## src/rtl/wcs_pkg.sv

```systemverilog
`default_nettype none

package wcs_pkg;

  // phase codes, also the value of the phase field
  localparam logic [3:0] PH_OFF      = 4'd0;
  localparam logic [3:0] PH_FILL     = 4'd1;
  localparam logic [3:0] PH_HEAT     = 4'd2;
  localparam logic [3:0] PH_WASH     = 4'd3;
  localparam logic [3:0] PH_PUMPSPIN = 4'd4;
  localparam logic [3:0] PH_SPIN     = 4'd5;
  localparam logic [3:0] PH_STOP     = 4'd6;
  localparam logic [3:0] PH_ABORT    = 4'd7;
  localparam logic [3:0] PH_DRAIN    = 4'd8;
  localparam logic [3:0] PH_DONE     = 4'd9;

  // port one: at most one of valve, heater, pump
  localparam logic [1:0] P1_NONE   = 2'd0;
  localparam logic [1:0] P1_VALVE  = 2'd1;
  localparam logic [1:0] P1_HEATER = 2'd2;
  localparam logic [1:0] P1_PUMP   = 2'd3;

  // port zero: drum motor
  localparam logic [1:0] P0_OFF  = 2'd0;
  localparam logic [1:0] P0_ON   = 2'd1;
  localparam logic [1:0] P0_SPIN = 2'd2;

  // configuration register indexes
  localparam int unsigned CfgIdxW = 3;
  localparam logic [CfgIdxW-1:0] REG_TICKS_PER_SECOND  = 3'd0;
  localparam logic [CfgIdxW-1:0] REG_WASH_SECONDS      = 3'd1;
  localparam logic [CfgIdxW-1:0] REG_PUMP_SPIN_SECONDS = 3'd2;
  localparam logic [CfgIdxW-1:0] REG_SPIN_SECONDS      = 3'd3;
  localparam logic [CfgIdxW-1:0] REG_DRAIN_SECONDS     = 3'd4;

  localparam logic [7:0] TICKS_PER_SECOND_RST  = 8'd183;
  localparam logic [7:0] WASH_SECONDS_RST      = 8'd30;
  localparam logic [7:0] PUMP_SPIN_SECONDS_RST = 8'd10;
  localparam logic [7:0] SPIN_SECONDS_RST      = 8'd20;
  localparam logic [7:0] DRAIN_SECONDS_RST     = 8'd10;

  localparam logic [7:0] SECONDS_MAX = 8'hFF;

  typedef struct packed {
    logic tick;
    logic main_switch;
    logic hot_select;
    logic level_reached;
    logic at_ninety;
    logic at_sixty;
    logic abort_request;
  } in_item_t;

  typedef struct packed {
    logic       valve_open;
    logic       heater_on;
    logic       pump_on;
    logic       motor_on;
    logic       spin_on;
    logic [3:0] phase;
  } out_item_t;

endpackage

`default_nettype wire

```

## src/rtl/wash_cycle_sequencer.sv

```systemverilog
`default_nettype none

// Washing machine program sequencer. Each accepted item is one sample of the
// base-timer tick flag, switches, sensors and abort button; it yields exactly one
// result item with the valve, heater, pump, motor and spin drives and the phase
// code after the update. An item is taken every cycle when not stalled; its
// result is registered in the output register, set by a single pass of next-state
// logic over the phase, seconds and prescaler registers. While a result waits
// under stall the input is stalled too. Configuration registers (ticks per
// second and the phase durations in seconds) are written through the cfg
// channel, which is always ready; indexes past the last register are ignored.
module wash_cycle_sequencer (
  input  wire logic                           clk_i,
  input  wire logic                           rst_ni,
  input  wire logic                           in_valid_i,
  output      logic                           in_stall_o,
  input  wire wcs_pkg::in_item_t              in_item_i,
  output      logic                           out_valid_o,
  input  wire logic                           out_stall_i,
  output      wcs_pkg::out_item_t             out_item_o,
  input  wire logic                           cfg_valid_i,
  output      logic                           cfg_ready_o,
  input  wire logic [wcs_pkg::CfgIdxW-1:0]    cfg_index_i,
  input  wire logic [7:0]                     cfg_data_i
);
  import wcs_pkg::*;

  logic [7:0] tps_q, wash_secs_q, pspin_secs_q, spin_secs_q, drain_secs_q;

  logic [3:0] phase_q, phase_d, phase_ab;
  logic [7:0] secs_q, secs_d, secs_tick;
  logic [7:0] presc_q, presc_d;
  logic [8:0] presc_inc;
  logic [1:0] p1_sel_q, p1_sel_d;
  logic [1:0] p0_sel_q, p0_sel_d;

  logic       out_valid_q;
  out_item_t  out_item_q, out_item_d;
  logic       in_accept;
  logic       hot_enough;

  assign in_stall_o  = out_valid_q & out_stall_i;
  assign in_accept   = in_valid_i & ~in_stall_o;
  assign out_valid_o = out_valid_q;
  assign out_item_o  = out_item_q;
  assign cfg_ready_o = 1'b1;

  always_ff @(posedge clk_i or negedge rst_ni) begin
    if (!rst_ni) begin
      tps_q        <= TICKS_PER_SECOND_RST;
      wash_secs_q  <= WASH_SECONDS_RST;
      pspin_secs_q <= PUMP_SPIN_SECONDS_RST;
      spin_secs_q  <= SPIN_SECONDS_RST;
      drain_secs_q <= DRAIN_SECONDS_RST;
    end else if (cfg_valid_i) begin
      unique case (cfg_index_i)
        REG_TICKS_PER_SECOND:  tps_q        <= cfg_data_i;
        REG_WASH_SECONDS:      wash_secs_q  <= cfg_data_i;
        REG_PUMP_SPIN_SECONDS: pspin_secs_q <= cfg_data_i;
        REG_SPIN_SECONDS:      spin_secs_q  <= cfg_data_i;
        REG_DRAIN_SECONDS:     drain_secs_q <= cfg_data_i;
        default: ;
      endcase
    end
  end

  assign hot_enough = in_item_i.hot_select ? in_item_i.at_ninety : in_item_i.at_sixty;
  assign presc_inc  = {1'b0, presc_q} + 9'd1;

  always_comb begin
    presc_d   = presc_q;
    secs_tick = secs_q;
    // zero ticks per second makes every tick a full second
    if (in_item_i.tick) begin
      if (presc_inc >= {1'b0, tps_q}) begin
        presc_d = '0;
        if (secs_q != SECONDS_MAX) secs_tick = secs_q + 8'd1;
      end else begin
        presc_d = presc_inc[7:0];
      end
    end

    phase_ab = phase_q;
    if (in_item_i.abort_request && phase_q != PH_OFF && phase_q != PH_DONE)
      phase_ab = PH_ABORT;

    phase_d  = phase_ab;
    secs_d   = secs_tick;
    p1_sel_d = p1_sel_q;
    p0_sel_d = p0_sel_q;

    unique case (phase_ab)
      PH_OFF: begin
        if (in_item_i.main_switch) phase_d = PH_FILL;
      end
      PH_FILL: begin
        if (in_item_i.level_reached) begin
          p1_sel_d = P1_NONE;
          phase_d  = PH_HEAT;
          secs_d   = '0;
        end else begin
          p1_sel_d = P1_VALVE;
        end
      end
      PH_HEAT: begin
        if (!hot_enough) begin
          p1_sel_d = P1_HEATER;
        end else begin
          phase_d = PH_WASH;
          secs_d  = '0;
        end
      end
      PH_WASH: begin
        if (secs_tick >= wash_secs_q) begin
          phase_d = PH_PUMPSPIN;
          secs_d  = '0;
        end else begin
          // thermostat during the wash
          p1_sel_d = hot_enough ? P1_NONE : P1_HEATER;
        end
        p0_sel_d = P0_ON;
      end
      PH_PUMPSPIN: begin
        if (secs_tick >= pspin_secs_q) begin
          phase_d = PH_SPIN;
          secs_d  = '0;
        end else begin
          p0_sel_d = P0_SPIN;
          p1_sel_d = P1_PUMP;
        end
      end
      PH_SPIN: begin
        if (secs_tick >= spin_secs_q) begin
          phase_d = PH_STOP;
        end else begin
          p0_sel_d = P0_SPIN;
          p1_sel_d = P1_NONE;
        end
      end
      PH_STOP: begin
        p0_sel_d = P0_OFF;
        phase_d  = PH_DONE;
      end
      PH_ABORT: begin
        p0_sel_d = P0_OFF;
        p1_sel_d = P1_PUMP;
        phase_d  = PH_DRAIN;
        secs_d   = '0;
      end
      PH_DRAIN: begin
        if (secs_tick >= drain_secs_q) begin
          p1_sel_d = P1_NONE;
          phase_d  = PH_DONE;
        end
      end
      PH_DONE: begin
        if (!in_item_i.main_switch) phase_d = PH_OFF;
      end
      default: phase_d = PH_OFF;
    endcase

    out_item_d.valve_open = (p1_sel_d == P1_VALVE);
    out_item_d.heater_on  = (p1_sel_d == P1_HEATER);
    out_item_d.pump_on    = (p1_sel_d == P1_PUMP);
    out_item_d.motor_on   = (p0_sel_d == P0_ON) || (p0_sel_d == P0_SPIN);
    out_item_d.spin_on    = (p0_sel_d == P0_SPIN);
    out_item_d.phase      = phase_d;
  end

  always_ff @(posedge clk_i or negedge rst_ni) begin
    if (!rst_ni) begin
      phase_q     <= PH_OFF;
      secs_q      <= '0;
      presc_q     <= '0;
      p1_sel_q    <= P1_NONE;
      p0_sel_q    <= P0_OFF;
      out_valid_q <= 1'b0;
    end else begin
      if (in_accept) begin
        phase_q  <= phase_d;
        secs_q   <= secs_d;
        presc_q  <= presc_d;
        p1_sel_q <= p1_sel_d;
        p0_sel_q <= p0_sel_d;
      end
      if (!in_stall_o) out_valid_q <= in_valid_i;
    end
  end

  always_ff @(posedge clk_i) begin
    if (in_accept) out_item_q <= out_item_d;
  end

  // an abort in an active phase always lands in drain with the pump running
  a_abort_to_drain: assert property (@(posedge clk_i) disable iff (!rst_ni)
    in_accept && in_item_i.abort_request && phase_q != PH_OFF && phase_q != PH_DONE
    |=> out_valid_o && out_item_o.phase == PH_DRAIN && out_item_o.pump_on)
    else $error("abort did not lead to drain");

  a_spin_needs_motor: assert property (@(posedge clk_i) disable iff (!rst_ni)
    out_valid_o |-> (!out_item_o.spin_on || out_item_o.motor_on))
    else $error("spin without motor");

  a_drives_exclusive: assert property (@(posedge clk_i) disable iff (!rst_ni)
    out_valid_o |-> $onehot0({out_item_o.valve_open, out_item_o.heater_on,
                              out_item_o.pump_on}))
    else $error("port one drives more than one load");

  a_result_tracks_state: assert property (@(posedge clk_i) disable iff (!rst_ni)
    in_accept |=> out_item_o.phase == phase_q)
    else $error("result phase differs from phase register");

endmodule

`default_nettype wire
```

## config.mk

```make
export PLATFORM = sky130hd
export DESIGN_NAME = wash_cycle_sequencer
export DESIGN_NICKNAME = d
export VERILOG_FILES = /design/src/rtl/wcs_pkg.sv /design/src/rtl/wash_cycle_sequencer.sv
export SDC_FILE = /design/constraint.sdc
export NUM_CORES = 1
export LEC_CHECK = 0
export BUFFER_PORTS_ARGS = -buffer_cell sky130_fd_sc_hd__buf_2
export CAP_MARGIN = 25
export CELL_PAD_IN_SITES_DETAIL_PLACEMENT = 0
export CELL_PAD_IN_SITES_GLOBAL_PLACEMENT = 2
export CORE_UTILIZATION = 41
export DETAILED_ROUTE_END_ITERATION = 10
export GPL_TIMING_DRIVEN = 0
export HOLD_SLACK_MARGIN = 0.06
export PLACE_DENSITY = 0.85
export SYNTH_ARGS = -nofsm -noshare
export SYNTH_HDL_FRONTEND = slang
export SYNTH_SLANG_ARGS = --single-unit
```

## constraint.sdc

```tcl
create_clock -name clk_i -period 10.2 [get_ports clk_i]
set_input_delay 1.02 -clock clk_i [delete_from_list [all_inputs] [get_ports clk_i]]
set_output_delay 1.02 -clock clk_i [all_outputs]
set_load 0.01 [all_outputs]
```

==> run summary <==
Starting Density - 42.0%
synthesized area per cell - 9.09 sq um
routed len/inst - 15.6 um
number of global-route vias before repair - 3,683
sequential power share - 42.6%
Final ANT Viol Nets - 0
die area - 11,500 sq um
Post-CTS Resized - 0
clock sink count - 74
Reg2Reg Depth - 19
final net count - 611
Cell Area, Placed - 4900 sq um
Setup crit start kind - flip-flop
Core ar. - 10,800 sq um
syn nets - 567
minimum clock period - 6.10 ns
top area cells in the synthesized netlist - dfrtp_1, ha_1, dfstp_2, o21ai_0, edfxtp_1
Worst-Margin Slew - 0.943 ns
Tot GR Track Use - 20.7%
Finished Cell Area - 5090 sq um
Synth Instances - 501
Bufs on Longest Clock Path - 2
RSZ-0062 raised after global routing - no
setup TNS - 0 ns
Rows - 38
HP Start - p0_sel_q[0]
ANT cells - 0
total routed wirelength - 10,800 um
register area share after synthesis - 42.1%
Synth area leader - dfrtp_1
status - complete, no violations
num ports - 35
RR Startpoint - presc_q[2]
synth unique cells - 55
Rel. slew slack - 37.1%
Area Overhead vs Synth - 11.8%
global-route wire length before repair - 18,200 um
largest net degree at the start of global routing - 66
Switching Share - 35.4%
final clock skew - 0.0114 ns
Comb pwr share - 33.4%
ys flop type - dfrtp_1
Num CTS Buffers - 9
CTS root buf - clkbuf_8
Hold Vio Cnt, Final - 0
Vias - 3,646
Static Leakage - 0.00233 uW
DR pass1 iterations - 4
DRC marker count from the first detailed-route iteration - 147
initial antenna violation count - 0
Post CTS Setup Buffer Count - 0
Hold Path End - p0_sel_q[0]
critical path class - flip-flop to flip-flop
CP required - 10.49 ns
CP arrival - 6.39 ns
HP Class - flip-flop to flip-flop
synthesized cell area - 4550 sq um
Post-synth EDFFs - 9
Clock Latency Late Sink - 0.36 ns
FMAX - 164 MHz
Synth top area share - 26.9%
Hold-fix buffers, CTS - 0
Clk pin slew, worst setup/hold paths - 0.08 ns
setup violators final - 0
share of post-route cells with drive strength above 1 - 15.6%
yosys warns - 0
width of the die - 107 um
GRT overflow - 0
power per standard cell area - 190 nW/um^2
clock share of power - 24.1%
CTS tree - built
residual DRC count - 0
# port buffers - 33
Cell Int Power - 625 uW
die height - 107 um
hold path depth - 2
Worst IR Drop VDD - 0.109 mV
fin util - 47.0%
HPWL after DPL - 8020 um
Via density - 5.28
max_cap viols - 0
Placer Congestion - 0.911
Worst R2R End - secs_q[0]
final worst-path cycle share - 59.8%
Yosys reg bits - 74
NetSw - 343 uW
worst-path fanout max - 10
setup slack, reg-to-reg - 4.10 ns
htree depth - 3
Crit. End Element - flip-flop
Final Max Tran Viols - 0
Async S/R FF share, synth - 87.8%
==> area by class of cell <==
type | count | area [sq um]
fillers | 1063 | 5750
multi-input cells | 367 | 2410
flip-flops and latches | 74 | 1920
well taps | 140 | 175
inverters | 45 | 169
repair buffers | 33 | 168
clock buffers | 12 | 145
plain buffers | 15 | 60.1
clock inverters | 4 | 51.3
==> critical path: stages, from the launching register on <==
cell and delay, ns:
dfrtp_1 0.45, and3_1 0.25, and3_1 0.19, nand3_1 0.09, xnor2_1 0.21, ha_1 0.28, and3_1 0.19, a221oi_1 0.31
o211ai_2 0.28, nand3_1 0.18, clkbuf_1 0.36, xor2_1 0.57, ha_1 0.35, nand2b_1 0.14, a2111oi_0 0.62, o41ai_1 0.30
nor3_1 0.48, a221oi_2 0.16, nor2_1 0.39, a22o_1 0.22
==> cell usage after synthesis, drive strengths merged, types with 2 or more instances <==
master and n:
a21oi 17, mux2 16, clkbuf 14, a22o 10, and3 3, a21o 3, nand3 14, nand4 2
xnor2 6, o41ai 3, a2111oi 3, o22ai 2, or3 2, o21a 4, dfrtp 49, edfxtp 9
o211ai 4, and2 2, a211oi 2, or4 2, nor3 11, a31oi 5, o31ai 2, xor2 5
ha 43, inv 45, or2 2, nor2 40, nand2 69, o21ai 55, nand2b 11, nor2b 9
o2111ai 2, o2bb2ai 2, a221oi 3, dfstp 16
==> kinds of logic (layout without fill, tap and decap cells) <==
kind of cell | count (synthesis) | count (layout) | synth area share, %
simple gates | 171 | 171 | 17.1
compound gates | 125 | 125 | 17.7
xor+xnor | 11 | 11 | 2.12
flops | 74 | 74 | 42.1
other cells | 1 | 1 | 0.0824
mux | 16 | 16 | 4.04
buf+inv | 60 | 109 | 5.03
fa+ha+maj | 43 | 43 | 11.8
==> flip-flops by register name (all words and copies together) (netlist names) <==
signal	count
drain_secs_q	8
out_item_o	9
out_valid_o	1
p0_sel_q	2
p1_sel_q	2
phase_q	4
presc_q	8
pspin_secs_q	8
secs_q	8
spin_secs_q	8
tps_q	8
wash_secs_q	8
==> cell usage in the layout (no fill, tap or decap), types with 2 or more instances in the layout <==
cell type / instances
nand2_1: 68
o21ai_0: 55
dfrtp_1: 49
inv_1: 45
ha_1: 43
nor2_1: 40
buf_2: 32
a21oi_1: 17
clkbuf_1: 16
dfstp_2: 16
mux2_2: 15
nand3_1: 14
nand2b_1: 11
nor3_1: 11
a22o_1: 10
clkbuf_8: 10
nor2b_1: 9
edfxtp_1: 9
xnor2_1: 6
xor2_1: 5
a31oi_1: 5
o21a_1: 4
and3_1: 3
a21o_1: 3
a2111oi_0: 3
o41ai_1: 3
o211ai_1: 3
o2111ai_1: 2
a211oi_1: 2
and2_1: 2
nand4_1: 2
a221oi_1: 2
or3_1: 2
or2_2: 2
o22ai_1: 2
o2bb2ai_1: 2
o31ai_1: 2
buf_4: 2
==> power by group through the flow <==
stage | Combinational, uW | Sequential, uW | Clock, uW
3_3_place_gp | 316 | 415 | 0
3_5_place_dp | 326 | 417 | 0
6_report | 323 | 412 | 233
4_1_cts | 328 | 412 | 243
5_1_grt | 376 | 420 | 253
2_1_floorplan | 231 | 409 | 0
==> routing by layer <==
metal	routed length (um)	track usage [%]
met1	5400	28.7
met2	4840	32.3
met3	329	2.91
met4	184	9.10
met5	0	0
==> worst max-delay path by stage <==
stage | slack, ns | to | from
after floorplan | 5.51 | phase_q[0] | presc_q[2]
after global placement | 4.22 | secs_q[4] | presc_q[0]
after detailed placement | 4.09 | secs_q[0] | presc_q[2]
after CTS | 4.08 | secs_q[0] | presc_q[2]
after global routing | 3.58 | secs_q[0] | presc_q[2]
final | 4.10 | secs_q[0] | presc_q[2]
==> stage by stage <==
stage	std cells	total power (uW)	hold WS (ns)	setup WS [ns]
floorplan	501	641	0.447	5.51
global placement	674	731	0.465	4.22
detailed placement	674	743	0.481	4.09
CTS	690	982	0.503	4.08
global route	690	1050	0.520	3.58
finish	690	968	0.499	4.10
Power figures use the tool's default switching activity.
